File: config.mk
export PLATFORM = sky130hd
export DESIGN_NAME = free_block_fit_search
export DESIGN_NICKNAME = d
export VERILOG_FILES = /design/src/hdl/fbfs_pkg.sv /design/src/hdl/fbfs_fit_unit.sv /design/src/hdl/free_block_fit_search.sv
export SDC_FILE = /design/constraint.sdc
export NUM_CORES = 1
export LEC_CHECK = 0
export ABC_AREA = 0
export BUFFER_PORTS_ARGS = -buffer_cell sky130_fd_sc_hd__buf_2
export CORE_MARGIN = 5
export CORE_UTILIZATION = 56
export CTS_BUF_LIST = sky130_fd_sc_hd__clkbuf_16
export CTS_CLUSTER_DIAMETER = 50
export DETAILED_ROUTE_END_ITERATION = 12
export PLACE_DENSITY = 0.73
export RECOVER_POWER = 100
export SLEW_MARGIN = 20
export SYNTH_ARGS = -nofsm -noshare
export SYNTH_HDL_FRONTEND = slang
export SYNTH_SLANG_ARGS = --single-unit
File: constraint.sdc
create_clock -name clk_i -period 14.71 [get_ports clk_i]
set_clock_uncertainty 0.05 [all_clocks]
set_input_delay 2.942 -clock clk_i [delete_from_list [all_inputs] [get_ports clk_i]]
set_output_delay 2.942 -clock clk_i [all_outputs]
set_load 0.02 [all_outputs]
File: src/hdl/fbfs_pkg.sv
// ----------------------------------------------------------------------------
// fbfs_pkg: shared types and constants for the free block fit search
// Table depth, operation and fit mode codes, sequencer states and the
// candidate/pick records passed to the compare unit.
// ----------------------------------------------------------------------------
package fbfs_pkg;

  localparam int unsigned MaxBlocks = 16;
  localparam int unsigned SlotW     = $clog2(MaxBlocks);
  localparam int unsigned CntW      = $clog2(MaxBlocks + 1);
  localparam int unsigned SizeW     = 32;
  localparam int unsigned IdW       = 16;
  localparam int unsigned IndexW    = 4;
  localparam int unsigned OpW       = 2;
  localparam int unsigned ModeW     = 2;

  localparam logic [OpW-1:0] OpWrite = 2'd0;
  localparam logic [OpW-1:0] OpQuery = 2'd1;
  localparam logic [OpW-1:0] OpClear = 2'd2;

  localparam logic [ModeW-1:0] ModeFirst = 2'd0;
  localparam logic [ModeW-1:0] ModeBest  = 2'd1;
  localparam logic [ModeW-1:0] ModeWorst = 2'd2;

  typedef enum logic [1:0] {
    ST_IDLE,
    ST_SCAN,
    ST_EMIT
  } fsm_state_e;

  typedef struct packed {
    logic             valid;
    logic [SizeW-1:0] size;
  } cand_t;

  typedef struct packed {
    logic             have;
    logic [SizeW-1:0] size;
  } pick_t;

endpackage

File: src/hdl/fbfs_fit_unit.sv
// ----------------------------------------------------------------------------
// fbfs_fit_unit: shared fit compare unit
// Decides whether the current table entry replaces the running pick under
// the selected fit rule.
// ----------------------------------------------------------------------------
module fbfs_fit_unit (
  input  logic [fbfs_pkg::ModeW-1:0] mode_i,
  input  logic [fbfs_pkg::SizeW-1:0] req_i,
  input  fbfs_pkg::cand_t            cand_i,
  input  fbfs_pkg::pick_t            pick_i,
  output logic                       take_o
);
  import fbfs_pkg::*;

  logic fits;
  logic smaller;
  logic larger;

  assign fits    = cand_i.valid && (cand_i.size >= req_i);
  assign smaller = cand_i.size < pick_i.size;
  assign larger  = cand_i.size > pick_i.size;

  always_comb begin
    case (mode_i)
      ModeFirst: take_o = fits && !pick_i.have;
      ModeBest:  take_o = fits && (!pick_i.have || smaller);
      // pick size starts at zero, so a zero-size block never wins
      ModeWorst: take_o = fits && larger;
      default:   take_o = 1'b0;
    endcase
  end

endmodule

File: src/hdl/free_block_fit_search.sv
// ----------------------------------------------------------------------------
// free_block_fit_search: first, best and worst fit over a free block table
//
// One input channel (in_valid_i/in_ready_o) carries write, clear and query
// transactions; one output channel (out_valid_o/out_ready_i) returns one
// result per query: a found flag and the chosen block id (0 if none).
// Write and clear take effect on acceptance and give no result. A query scans
// the table slot by slot through a single registered read port and one
// shared compare unit, then loads the output register in its final step;
// the block is not ready for a new transaction until that step is done.
// The result sits in an output register; the block accepts the next
// transaction while it waits. If the receiver stalls when a second query
// finishes, the block holds in its final step until the register frees.
// Reset clears all valid marks, the sequencer and the output register;
// sizes and ids are undefined until written.
// ----------------------------------------------------------------------------
module free_block_fit_search (
  input  logic                        clk_i,
  input  logic                        rst_ni,
  input  logic                        in_valid_i,
  output logic                        in_ready_o,
  input  logic [fbfs_pkg::OpW-1:0]    operation_i,
  input  logic [fbfs_pkg::IndexW-1:0] entry_index_i,
  input  logic [fbfs_pkg::SizeW-1:0]  entry_size_i,
  input  logic [fbfs_pkg::IdW-1:0]    entry_id_i,
  input  logic                        entry_valid_i,
  input  logic [fbfs_pkg::SizeW-1:0]  request_size_i,
  input  logic [fbfs_pkg::ModeW-1:0]  fit_mode_i,
  output logic                        out_valid_o,
  input  logic                        out_ready_i,
  output logic                        found_o,
  output logic [fbfs_pkg::IdW-1:0]    block_id_o
);
  import fbfs_pkg::*;

  fsm_state_e state_q, state_d;

  logic [SizeW-1:0]     size_mem [MaxBlocks];
  logic [IdW-1:0]       id_mem   [MaxBlocks];
  logic [MaxBlocks-1:0] valid_q;

  logic [CntW-1:0]  cnt_q, cnt_d;
  logic [SizeW-1:0] req_q;
  logic [ModeW-1:0] mode_q;
  logic             rd_vld_q;
  logic [SizeW-1:0] rd_size_q;
  logic [IdW-1:0]   rd_id_q;
  logic             have_q;
  logic [SizeW-1:0] pick_size_q;
  logic [IdW-1:0]   pick_id_q;
  logic             out_valid_q;
  logic             found_q;
  logic [IdW-1:0]   block_id_q;

  logic             accept;
  logic             start_scan;
  logic             do_write;
  logic             do_clear;
  logic             scan_last;
  logic             emit_load;
  logic             take;
  logic [SlotW-1:0] wr_addr;
  logic [SlotW-1:0] rd_addr;
  logic             rd_en;
  cand_t            cand;
  pick_t            pick;

  assign accept    = in_valid_i && in_ready_o;
  assign wr_addr   = SlotW'(entry_index_i);
  assign rd_addr   = cnt_q[SlotW-1:0];
  assign scan_last = (cnt_q == CntW'(MaxBlocks));
  assign rd_en     = (state_q == ST_SCAN) && !scan_last;

  // next state
  always_comb begin
    state_d = state_q;
    case (state_q)
      ST_IDLE: begin
        if (accept && operation_i == OpQuery) state_d = ST_SCAN;
      end
      ST_SCAN: begin
        if (scan_last) state_d = ST_EMIT;
      end
      ST_EMIT: begin
        if (!out_valid_q || out_ready_i) state_d = ST_IDLE;
      end
      default: state_d = ST_IDLE;
    endcase
  end

  // sequencer outputs
  always_comb begin
    in_ready_o = 1'b0;
    emit_load  = 1'b0;
    case (state_q)
      ST_IDLE: in_ready_o = 1'b1;
      ST_SCAN: in_ready_o = 1'b0;
      ST_EMIT: emit_load  = !out_valid_q || out_ready_i;
      default: in_ready_o = 1'b0;
    endcase
  end

  assign start_scan = accept && (operation_i == OpQuery);
  assign do_write   = accept && (operation_i == OpWrite) &&
                      (32'(entry_index_i) < 32'(MaxBlocks));
  assign do_clear   = accept && (operation_i == OpClear);

  always_comb begin
    cnt_d = cnt_q;
    if (start_scan) begin
      cnt_d = '0;
    end else if (state_q == ST_SCAN && !scan_last) begin
      cnt_d = cnt_q + CntW'(1);
    end
  end

  always_ff @(posedge clk_i or negedge rst_ni) begin
    if (!rst_ni) begin
      state_q <= ST_IDLE;
      cnt_q   <= '0;
    end else begin
      state_q <= state_d;
      cnt_q   <= cnt_d;
    end
  end

  // table storage, one write port and one registered read port
  always_ff @(posedge clk_i) begin
    if (do_write) begin
      size_mem[wr_addr] <= entry_size_i;
      id_mem[wr_addr]   <= entry_id_i;
    end
    rd_size_q <= size_mem[rd_addr];
    rd_id_q   <= id_mem[rd_addr];
  end

  always_ff @(posedge clk_i or negedge rst_ni) begin
    if (!rst_ni) begin
      valid_q  <= '0;
      rd_vld_q <= 1'b0;
    end else begin
      if (do_clear) begin
        valid_q <= '0;
      end else if (do_write) begin
        valid_q[wr_addr] <= entry_valid_i;
      end
      rd_vld_q <= rd_en && valid_q[rd_addr];
    end
  end

  assign cand.valid = rd_vld_q;
  assign cand.size  = rd_size_q;
  assign pick.have  = have_q;
  assign pick.size  = pick_size_q;

  fbfs_fit_unit u_fit (
    .mode_i (mode_q),
    .req_i  (req_q),
    .cand_i (cand),
    .pick_i (pick),
    .take_o (take)
  );

  always_ff @(posedge clk_i) begin
    if (start_scan) begin
      req_q  <= request_size_i;
      mode_q <= fit_mode_i;
    end
  end

  always_ff @(posedge clk_i or negedge rst_ni) begin
    if (!rst_ni) begin
      have_q      <= 1'b0;
      pick_size_q <= '0;
      pick_id_q   <= '0;
    end else if (start_scan) begin
      have_q      <= 1'b0;
      pick_size_q <= '0;
      pick_id_q   <= '0;
    end else if (state_q == ST_SCAN && take) begin
      have_q      <= 1'b1;
      pick_size_q <= rd_size_q;
      pick_id_q   <= rd_id_q;
    end
  end

  // output register
  always_ff @(posedge clk_i or negedge rst_ni) begin
    if (!rst_ni) begin
      out_valid_q <= 1'b0;
      found_q     <= 1'b0;
      block_id_q  <= '0;
    end else if (emit_load) begin
      out_valid_q <= 1'b1;
      found_q     <= have_q;
      block_id_q  <= pick_id_q;
    end else if (out_ready_i) begin
      out_valid_q <= 1'b0;
    end
  end

  assign out_valid_o = out_valid_q;
  assign found_o     = found_q;
  assign block_id_o  = block_id_q;

  a_busy_not_ready: assert property (@(posedge clk_i) disable iff (!rst_ni)
    state_q != ST_IDLE |-> !in_ready_o)
    else $error("input ready while a query is in progress");

  a_query_starts_scan: assert property (@(posedge clk_i) disable iff (!rst_ni)
    (in_valid_i && in_ready_o && operation_i == OpQuery) |=> state_q == ST_SCAN)
    else $error("accepted query did not start a scan");

  a_cnt_bound: assert property (@(posedge clk_i) disable iff (!rst_ni)
    state_q == ST_SCAN |-> cnt_q <= CntW'(MaxBlocks))
    else $error("scan counter beyond table depth");

  a_miss_zero_id: assert property (@(posedge clk_i) disable iff (!rst_ni)
    (out_valid_o && !found_o) |-> block_id_o == '0)
    else $error("non-zero block id on a miss");

endmodule
== Word-level counts from Yosys, hierarchy flattened ==
Memory sizes are Yosys's and may differ from the RTL's. A register that Yosys moved wholly into a read port is not among the register bits.
Index checks and enable logic that the tools add are counted.
Word-level totals
  flip-flop bits (word level): 125
  RAM bits: 768
  input bits: 93
  output and inout bits: 19
  word-level logic and storage cells: 82
  memories: 2
Operators by class
  add/sub/neg operators: 1
  order comparisons: 6
  equal/unequal tests: 10
  mux-type cells: 26
  reduce and logical (&&, ||, !) cells: 25
Memory list
  size_mem: depth 16, bits a word 32, rd ports 1, clocked after memory_dff 1, wr ports 1, line free_block_fit_search.sv:38  | logic [SizeW-1:0] size_mem [MaxBlocks];
  id_mem: depth 16, bits a word 16, rd ports 1, clocked after memory_dff 1, wr ports 1, line free_block_fit_search.sv:39  | logic [IdW-1:0] id_mem [MaxBlocks];
Operators by type and width (count)
  $mux 16: 4
  $mux 32: 2
  $ge 32x32->1: 1
  $gt 32x32->1: 1
  $lt 32x32->1: 1
  $bwmux 16: 1
  $logic_and 1x1->1: 12
  $lt 4x5->1 const B: 2
  $mux 1: 10
  $mux 5: 2
  $reduce_bool 2->1: 4
  $eq 2x1->1 const B: 3
  $eq 2x2->1 const B: 3
  $logic_not 2->1: 3
  $mux 2: 3
  $ne 2x2->1 const B: 3
  $pmux 2 s3: 1
  $add 5x1->5 const B: 1
  $eq 5x5->1 const B: 1
  $bmux 1 s4: 1
  $demux 1 s4: 1
  $ge 4x1->1 const B: 1
  $logic_not 1->1: 3
  $pmux 1 s3: 1
  other kinds (2): 3

== Depth between registers and ports, before layout ==
  depth after elaboration: 7
  mapped depth: 11
  mapped depth without buffers: 9

== Cells and area by module ==
A second synthesis with hierarchy kept.
Unflattened totals
  cell total of the unflattened synthesis: 1884
  area, all modules: 36409.9 um2
Modules (own cells, without submodules)
  free_block_fit_search: instances 1, cells each 1655, area an instance 34699.5 um2, seq. area each 27321.2 um2
  fbfs_fit_unit: instances 1, cells each 229, area an instance 1710.4 um2, seq. area each 0.0 um2

== Worst setup path after synthesis ==
No wires, ideal clock.
  kind: input to register
  start: input operation_i[1] (netlist bit)
  end: register valid_q[0]
  library setup time: 0.132 ns
  arrival time: 9.296 ns
  required time: 14.528 ns
  path slack: 5.232 ns
  stages: 6
  path buffers: 0
  path through: nor4b_1 > nand2b_1 > nor2_1 > nor4b_1 > mux2i_1 > nor2_1
Between the ends
  word-level cells in the longest chain between the ends: 3
  elaborated cells between the ends (all ways): 6
  classes of those cells: 1 x eq/ne; 1 x mux; 4 x reduce/logical
Ends and longest elaborated chain
  from (decl): line free_block_fit_search.sv:22  | input logic [fbfs_pkg::OpW-1:0] operation_i,
  $eq 2x2->1 or $logic_not 2->1 (tied branches): line free_block_fit_search.sv:106, free_block_fit_search.sv:104
  $logic_and 1x1->1, on equally long branches: line free_block_fit_search.sv:106, free_block_fit_search.sv:104
  $mux 16 or $reduce_bool 2->1 (tied branches)
  to (signal, indexed assignment): line free_block_fit_search.sv:145  | valid_q[wr_addr] <= entry_valid_i;
  to (decl): line free_block_fit_search.sv:40  | logic [MaxBlocks-1:0] valid_q;
Parallel ways exist; a longest one is shown, timed or not.
A chain may end at the register's enable or synchronous reset.

==> impl_summary.md <==
Cells and area
The final instance area is just over 40000 sq um. The layout has approximately 4200 filler cells. Registers take between 20000 and 30000 sq um. In the final layout, the share of cells above drive strength 1 is 0.2497. The post-synthesis to final-layout area growth is 12.63%. Measured on the finished design, the core utilization comes to 0.6368. The final layout contains 2056 nets. The area occupied by multi-input gates is 8474 sq um.

Setup path
The most numerous cell type found on the critical path is sky130_fd_sc_hd__mux4_2. By startpoint and endpoint, the worst setup path is classified as flip-flop to flip-flop. The maximum fanout along the worst path is 76.

The data arrival time of the critical path is roughly 8600 ps. The cell type group with the largest total delay on the critical path is buffers and inverters. The worst path required time is 15130 ps. The critical path endpoint category is a flip-flop. The cell with the biggest individual delay on the critical path is sky130_fd_sc_hd__clkbuf_1. The largest stage delay on the critical path is between 4000 and 5000 ps. The worst path buffer plus inverter count is 2. STA classifies the critical path startpoint as a flip-flop. The critical path goes through buf_12 -> clkbuf_1 -> mux4_2 -> mux4_2.

Pwr
The share of total power dissipated in combinational logic is 0.233. The leakage power summed over all cells is 13.84 nW. Of the total power, the share spent switching nets is 0.2653. The power per cell area is 177.2 nW/um^2. IR analysis of the VDD net gives a maximum drop of around 0.00011 V. The share of total power dissipated in the clock network is 0.326. The total net switching power is 0.001926 W.

The fraction of power consumed by sequential logic is 0.440. The internal portion of the total power is 0.005334 W.

CTS
The number of buffers created by CTS is 98. After clock tree synthesis, the clock-pin slew on the worst setup and hold paths is ~60 ps. TritonCTS built the clock tree. The number of sinks driven by the clock tree is between 900 and 1000. In this run the post-CTS setup repair buffer count came out at 0. The H-tree was split into 3 levels. The master cell of the clock root buffer is sky130_fd_sc_hd__clkbuf_16. The clock passes through at most 3 buffers. In this run, post-CTS repair resized a total of 0 instances.

For the worst-skew pair, the clock arrives at the later sink with an insertion delay of 650 ps. The hold buffer count at CTS is 0.

Min path
The type of the worst min-delay path is flip-flop to flip-flop.

Yosys
The share of Yosys cell area claimed by the top area cell type is 0.6619. After synthesis, the cell types taking the most area are sky130_fd_sc_hd__edfxtp_1 66%, sky130_fd_sc_hd__mux4_2 15%, sky130_fd_sc_hd__dfrtp_1 6.3%. The Yosys warning count is 0. The mean area per synthesized cell is between 20 and 25 sq um. In this run, distinct cell masters in the synthesized netlist total 50.

Counting every net in the synthesized netlist gives ~1900. The largest total area in the synthesized netlist belongs to sky130_fd_sc_hd__edfxtp_1. Synthesis produced 1721 cells. The area of the mapped netlist is roughly 36000 sq um.

For this run, asynchronously set or reset flops after synthesis account for 0.09671. In the synthesized netlist the dominant register cell turns out to be sky130_fd_sc_hd__edfxtp_1. The number of register bits inferred by synthesis is around 940. The number of synthesized flops with an enable pin is between 800 and 900. The post-synthesis sequential area ratio is 0.7509.

STA
The final count of pins violating max slew is around 1200. Across all setup checks in the final design, the least slack found is about 6500 ps. After layout, the minimum clock period comes to approximately 8200 ps.

Adding up every negative setup slack in the final design gives 0 ps. Setup repair after global routing left no endpoint under its margin. The post-route fraction of the period consumed by the critical path is 0.5578. At the pin with the least slew margin, the transition time is about 6400 ps. The count of endpoints failing hold in the final timing report is 0.

The maximum frequency from static timing analysis is 121.9 MHz. Setup violations remaining at the end of the flow were counted as 0. The normalized max-slew margin is -3.236.

Floorplan
The full die area is between 70000 and 80000 sq um. The floorplan has 93 rows. The vertical die dimension is approximately 260 um.

For this design the top-level I/O count stands at between 100 and 150. The die width is 264.9 um. The floorplan core area is about 64000 sq um.

The effective utilization at floorplan is 0.5654.

Placement
The placed wire-length estimate after detailed placement is 41.12 mm. The instance area after placement is between 30000 and 40000 sq um. Buffers placed on the I/O ports in this run total between 100 and 150. The final weighted congestion of routability-driven global placement is 0.7960. The worst slack at placement is between 8000 and 9000 ps.

Global routing
The wire length of the first global-routing pass is 115.4 mm. The via count of the first global-routing pass is around 18000. The total overflow left after global routing is 0. The overall global routing resource usage is 0.2180.

The number of antenna violations at the first check in global routing is 7. Entering global routing, the biggest net connects ~120 pins.

Drt
The routed design has roughly 75 mm of wire. The via count is between 15000 and 20000. The number of detailed-route iterations in the first pass is 7. The post-detailed-route DRC marker count is 0.

The violation count after the first detailed-route iteration is around 1800. The count of nets left with antenna violations once routing finished came out at 0. The average wire length per cell after detail routing is ~27 um. The number of vias per cell is roughly 6.1.

Outcome
The run finished, with violations left. The checks that failed: max-capacitance violations, max-slew violations.

Job
The number of max-cap violations is 28.
## flip-flops by register name (all words and copies together) (netlist names)
register and cells:
mode_q 2, rd_id_q 16, size_mem 512, rd_size_q 32
id_mem 256, out_valid_o 1, have_q 1, found_o 1
cnt_q 5, valid_q 16, state_q 2, pick_id_q 16
pick_size_q 32, block_id_o 16, rd_vld_q 1, req_q 32
## power by group through the flow
stage / clock network (W) / registers, W / logic [W]
3_3_place_gp: 0 / 0.00327 / 0.00155
5_1_grt: 0.00254 / 0.00322 / 0.00186
4_1_cts: 0.00242 / 0.00322 / 0.00159
6_report: 0.00237 / 0.00320 / 0.00169
3_5_place_dp: 0 / 0.00328 / 0.00158
2_1_floorplan: 0 / 0.00314 / 0.00124
## worst register-to-register path: cells and delay by family (launching register included)
family	cells	cell delay [ps]
multiplexers	2	1700
flip-flops	1	1420
buffers and inverters	2	4890
## final timing paths
path                       slack (ps)  cells past startpoint                  from                     endpoint
setup / recovery                 6500                      4  cnt_q[0]$_DFFE_PN0P_        rd_size_q[15]$_DFF_P_
hold / removal                    380                      2    rd_id_q[6]$_DFF_P_     pick_id_q[6]$_DFFE_PN0P_
setup reg to reg                 6500                      4  cnt_q[0]$_DFFE_PN0P_        rd_size_q[15]$_DFF_P_
hold reg to reg                   380                      2    rd_id_q[6]$_DFF_P_     pick_id_q[6]$_DFFE_PN0P_
max in group asynchronous        7550                      2                rst_ni         cnt_q[3]$_DFFE_PN0P_
min in group asynchronous        3390                      1                rst_ni  pick_size_q[23]$_DFFE_PN0P_
## placed cells by master, fill, tap and decap left out, drive strengths merged, types with 5 or more instances in the layout
cell type,instances
ha,69
nor2,66
nand2b,7
mux4,245
o21ai,13
inv,105
a21o,5
clkinv,54
nor3,6
dfrtp,91
a21oi,27
mux2,48
clkbuf,200
nand2,42
bufinv,7
nand4,15
mux2i,28
edfxtp,802
dfxtp,48
buf,45
## cells by family after synthesis
| logic type | share of synthesized area |
|---|---|
| AO/OA/AOI/OAI | 0.01207 |
| XOR/XNOR | 0.0009631 |
| adder cells (fa/ha/maj) | 0.02373 |
| buffers and inverters | 0.01740 |
| flip-flops | 0.7509 |
| multiplexers | 0.1744 |
| AND/OR/NAND/NOR | 0.02050 |
## synthesized netlist by cell type (all sizes together), types with 3 or more instances
| master | n |
|---|---|
| mux4 | 245 |
| edfxtp | 802 |
| dfrtp | 91 |
| a21oi | 27 |
| mux2 | 48 |
| a211oi | 4 |
| nor2b | 4 |
| nand2 | 42 |
| a31oi | 3 |
| nand2b | 7 |
| nor3 | 6 |
| nand4 | 15 |
| mux2i | 28 |
| xor2 | 3 |
| inv | 86 |
| nand3 | 3 |
| o21ai | 13 |
| dfxtp | 48 |
| o211ai | 4 |
| a21o | 5 |
| clkbuf | 40 |
| nor4 | 4 |
| nor2 | 66 |
| ha | 69 |
| buf | 32 |
## through the flow
stage	std cells	power (W)	hold slack (ps)
global placement	2647	0.004822	375.8
finish	2835	0.007260	382.7
CTS	2831	0.007233	386.8
global route	2834	0.007617	406.0
floorplan	1721	0.004379	362.0
detailed placement	2647	0.004855	375.3
## metal layers
layer,part of all wire,global-route usage
met1,0.40,0.3096
met2,0.50,0.3505
met3,0.077,0.04873
met4,0.024,0.05972
met5,0.00015,0
## area by class of cell
type                    count  area share
diodes                      2   0.0001221
clock buffers             100     0.06107
clock inverters            84     0.01591
inverters                  86    0.007878
multi-input cells         622      0.2068
flip-flops and latches    941      0.6668
well taps                 855     0.02611
repair buffers            145     0.01527
(Power assumes the default switching activity.)
